===== src/rtl/core/tiq_pkg.sv =====
// shared types and constants of the timed input queue
package tiq_pkg;

  localparam int DEPTH_DEF = 32;
  localparam int FRAME_W   = 32;
  localparam int CTRL_W    = 64;
  localparam int OFFSET_W  = 16;
  localparam int DELAY_W   = 8;
  localparam int PEND_W    = 6;
  localparam int CFG_IDX_W = 2;

  // request codes
  localparam logic REQ_ADD  = 1'b0;
  localparam logic REQ_TICK = 1'b1;

  // configuration register indexes
  localparam logic [CFG_IDX_W-1:0] CFG_JUMPSQUAT = 2'd0;
  localparam logic [CFG_IDX_W-1:0] CFG_SHORT_HOP = 2'd1;
  localparam logic [CFG_IDX_W-1:0] CFG_LEDGEDASH = 2'd2;

  typedef struct packed {
    logic                req_type;
    logic [FRAME_W-1:0]  frame_now;
    logic [CTRL_W-1:0]   controller_state;
    logic [OFFSET_W-1:0] frame_offset;
    logic                add_jumpsquat;
    logic                add_short_hop;
    logic                add_ledgedash;
    logic                reset_stick_count;
  } in_item_t;

  typedef struct packed {
    logic [CTRL_W-1:0]  controller_out;
    logic               fired;
    logic               reset_stick;
    logic               overflow;
    logic [PEND_W-1:0]  pending_count;
    logic [FRAME_W-1:0] earliest_frame;
  } out_item_t;

  // one stored queue entry
  typedef struct packed {
    logic [FRAME_W-1:0] frame;
    logic [CTRL_W-1:0]  ctrl;
    logic               rst_flag;
  } entry_t;

endpackage


===== src/rtl/core/tiq_store.sv =====
// entry store: one write port, one registered read port
module tiq_store import tiq_pkg::*; #(
  parameter int DEPTH = DEPTH_DEF,
  parameter int AW    = $clog2(DEPTH)
) (
  input  logic            clk,
  input  logic            we,
  input  logic [AW-1:0]   waddr,
  input  entry_t          wdata,
  input  logic [AW-1:0]   raddr,
  output entry_t          rdata
);

  entry_t mem [DEPTH];

  // write port
  always_ff @(posedge clk) begin
    if (we) begin
      mem[waddr] <= wdata;
    end
  end

  // read port, registered
  always_ff @(posedge clk) begin
    rdata <= mem[raddr];
  end

endmodule


===== config.mk =====
export PLATFORM = sky130hd
export DESIGN_NAME = tiq_store
export DESIGN_NICKNAME = d
export VERILOG_FILES = /design/src/rtl/core/tiq_pkg.sv /design/src/rtl/core/tiq_store.sv
export SDC_FILE = /design/constraint.sdc
export NUM_CORES = 2
export LEC_CHECK = 0
export BUFFER_PORTS_ARGS = -buffer_cell sky130_fd_sc_hd__buf_2
export CAP_MARGIN = 5
export CORE_AREA = 4 4 618 620
export CTS_CLUSTER_DIAMETER = 60
export DETAILED_ROUTE_END_ITERATION = 8
export DIE_AREA = 0 0 622 624
export GPL_ROUTABILITY_DRIVEN = 0
export PLACE_DENSITY_LB_ADDON = 0.2
export SKIP_LAST_GASP = 1
export SLEW_MARGIN = 5
export SYNTH_ARGS = -nofsm -noshare
export SYNTH_HDL_FRONTEND = slang
export SYNTH_SLANG_ARGS = --single-unit

===== constraint.sdc =====
create_clock -name clk -period 12.22 [get_ports clk]
set_input_delay 0.611 -clock clk [delete_from_list [all_inputs] [get_ports clk]]
set_output_delay 0.611 -clock clk [all_outputs]
set_load 0.01 [all_outputs]

==> metrics <==
Cell variety after synth=38; Seq/Total Area, Yosys=79.4%; final hold violations=0; setup violators final=0; Final Skew=0.0405 ns; setup repair after global routing missed its margin=false; post-route cell area=139000 um^2; final worst path period need=4.10 ns; Resized cells post-CTS=0; number of global-route vias before repair=61300; clock tree from TritonCTS=done; std cell rows=225; WL per Instance=~31 um; status=complete, no violations; most frequently used cell type in the post-synthesis netlist=sky130_fd_sc_hd__edfxtp_1; transition time of the tightest slew-check pin=~1.3 ns; GRT met2 Usage=slightly below 30%; cell at the root of the clock tree=sky130_fd_sc_hd__clkbuf_16; overall routing resource usage=17.7%; Post-synth ARST share=0%; number of top-level pins=206; final standard cell utilization of the core=36.9%; DRT iter0 DRCs=approximately 5900; final-layout fill cell count=34500; dominant synthesized flop cell=sky130_fd_sc_hd__edfxtp_1; detail-routed via count per cell=5.25; Total Power=0.0238 W; initial core utilization=31.9%; Setup Buffers After CTS=0; hold_sp=wdata[24]; share of cells above drive strength 1=20.9%; count of input and output buffers=205; static leakage=between 40 and 50 nW; path type of the worst min-delay path=input pin to register; Setup Crit Path Kind=input pin to register; total via count in the routed design=59600; met3 usage in global routing=2.49%; Die ar.=388000 um^2; cell area after technology mapping=120000 um^2; hold-fix buffers at CTS=0; power density over the cells=172 nW/um^2; worst skew pair latency=0.92 ns; top cell type's share of synthesized area=between 70 and 80%; crit path launch type=input pin; peak fanout along the critical path=57; depth of the worst register-to-register path=3; average size of a mapped cell=roughly 21 um^2; total global routing overflow=0; largest cells by area after synthesis=sky130_fd_sc_hd__edfxtp_1, sky130_fd_sc_hd__mux4_2, sky130_fd_sc_hd__mux2i_1; reg-to-reg slack, setup=10.36 ns; count of mapped cells out of synthesis=5666; sum of routed wire length over all layers=roughly 350000 um; Hold Path End=mem[22][24]; area leader, netlist=sky130_fd_sc_hd__edfxtp_1; number of maximum-capacitance constraint violations=0; nets in the synthesized netlist=between 5000 and 6000; critical path data required time=12.99 ns; CP endpoint kind=register; setup_tns=0 ns; number of buffers inserted during clock tree synthesis=350; Global Route met1 Usage=25.0%; area inside the core boundary=376000 um^2; H-tree Lvls=5; detailed placer's ending HPWL=175000 um; number of warnings printed during yosys synthesis=0; number of clock sinks=about 3200; busiest grt layer=met2; flops & latches, synth=3201; Commonest cells post-synth=sky130_fd_sc_hd__edfxtp_1, sky130_fd_sc_hd__mux2i_1, sky130_fd_sc_hd__a22oi_1, sky130_fd_sc_hd__mux4_2, sky130_fd_sc_hd__nand3_1; antenna violations before repair=56; Max Buffers Root-to-Sink=4; max-slew violation count=0; cell depth of the worst hold path=1; TritonRoute pass-1 iters=5; arrival time at the worst endpoint=4.87 ns; reg2reg start=mem[6][63]; Relative slew margins=a little over an eighth; Post-DRT Antenna Nets=0; count of flip-flops with a built-in enable after synthesis=3104; maximum number of pins on one net before global-route repair=123; number of nets in the final layout=6164; y dimension of the die=between 600 and 700 um; Area growth, synth to finish=15.7%; clock-pin slew on the worst setup and hold paths=~0.060 ns; first-pass GRT wire length=492000 um; Residual DRC=0; largest vdd supply drop=127 uV; floorplan die width=between 600 and 700 um; capture point of the worst reg-to-reg path=rdata[63]; Final period util=approximately 34%; maximum achievable frequency=244 MHz; cell area after placement=127000 um^2
## per-layer routing
metal / vias up / share of wire, %
met5: - / 0.034
met4: 18 / 2.1
met3: 516 / 5.4
met2: 1803 / 48
met1: 32600 / 44
li1: 24600 / -
## logic make-up (layout without fill, tap and decap cells)
family                 Yosys count  in the layout  synth area share [%]
buffers and inverters          321           1011                  1.39
AND/OR/NAND/NOR                345            345                  1.49
other                            0             11                     0
flip-flops                    3201           3201                  79.4
multiplexers                  1164           1164                  13.8
AO/OA/AOI/OAI                  635            635                  3.96
## worst max-delay path, stage by stage
cell and delay (ns):
sky130_fd_sc_hd__buf_8 0.37, sky130_fd_sc_hd__buf_4 0.77, sky130_fd_sc_hd__buf_4 0.95, sky130_fd_sc_hd__buf_4 0.88, sky130_fd_sc_hd__mux4_2 0.59, sky130_fd_sc_hd__a22oi_1 0.30
sky130_fd_sc_hd__nand4_1 0.13
## report_power, final
part	switching, W	internal, W	total [W]
Combinational	0.000710	0.000358	0.00107
Sequential	0.0000776	0.0122	0.0123
Clock	0.00438	0.00611	0.0105
## registers in the layout (all words and copies together), names as in the netlist
name and count:
rdata 97, mem 3104
## how the worst max path moves through the flow
stage / endpoint / cells past startpoint / slack, ns / from
floorplan: mem[12][0] / 3 / 6.36 / waddr[1]
global placement: rdata[56] / 7 / 7.11 / raddr[0]
detailed placement: rdata[92] / 7 / 7.07 / raddr[0]
CTS: rdata[92] / 7 / 8.07 / raddr[0]
global route: rdata[92] / 7 / 7.80 / raddr[0]
finish: rdata[56] / 7 / 8.12 / raddr[0]
## per-stage QoR
stage / setup WS [ns] / hold WS [ns] / cells
after floorplan: 6.36 / 0.549 / 5666
after global placement: 7.11 / 0.656 / 10700
after detailed placement: 7.07 / 0.653 / 10700
after CTS: 8.07 / 0.0905 / 11400
after global routing: 7.80 / 0.151 / 11400
final: 8.12 / 0.176 / 11400
## final cells by class
class                           instances  area (um^2)  share of cell area, %
Multi-Input combinational cell       2144        23400                   16.9
Clock buffer                          468         9680                   6.98
Sequential cell                      3201        95200                   68.6
Inverter                                1         3.75                0.00271
Tap cell                             4994         6250                   4.50
Clock inverter                        185         1800                   1.30
Timing Repair Buffer                  357         2380                   1.72
Antenna cell                           11         27.5                 0.0198
## cell usage in the layout (no fill, tap or decap), drive strengths merged, types with 44 or more instances in the layout
| master | instances |
|---|---|
| a31oi | 53 |
| mux4 | 389 |
| mux2i | 774 |
| dfxtp | 97 |
| clkbuf | 468 |
| a22oi | 511 |
| nand4 | 44 |
| nor2 | 47 |
| nand3 | 194 |
| a22o | 53 |
| buf | 357 |
| clkinv | 132 |
| edfxtp | 3104 |
Power figures use the tool's default switching activity.
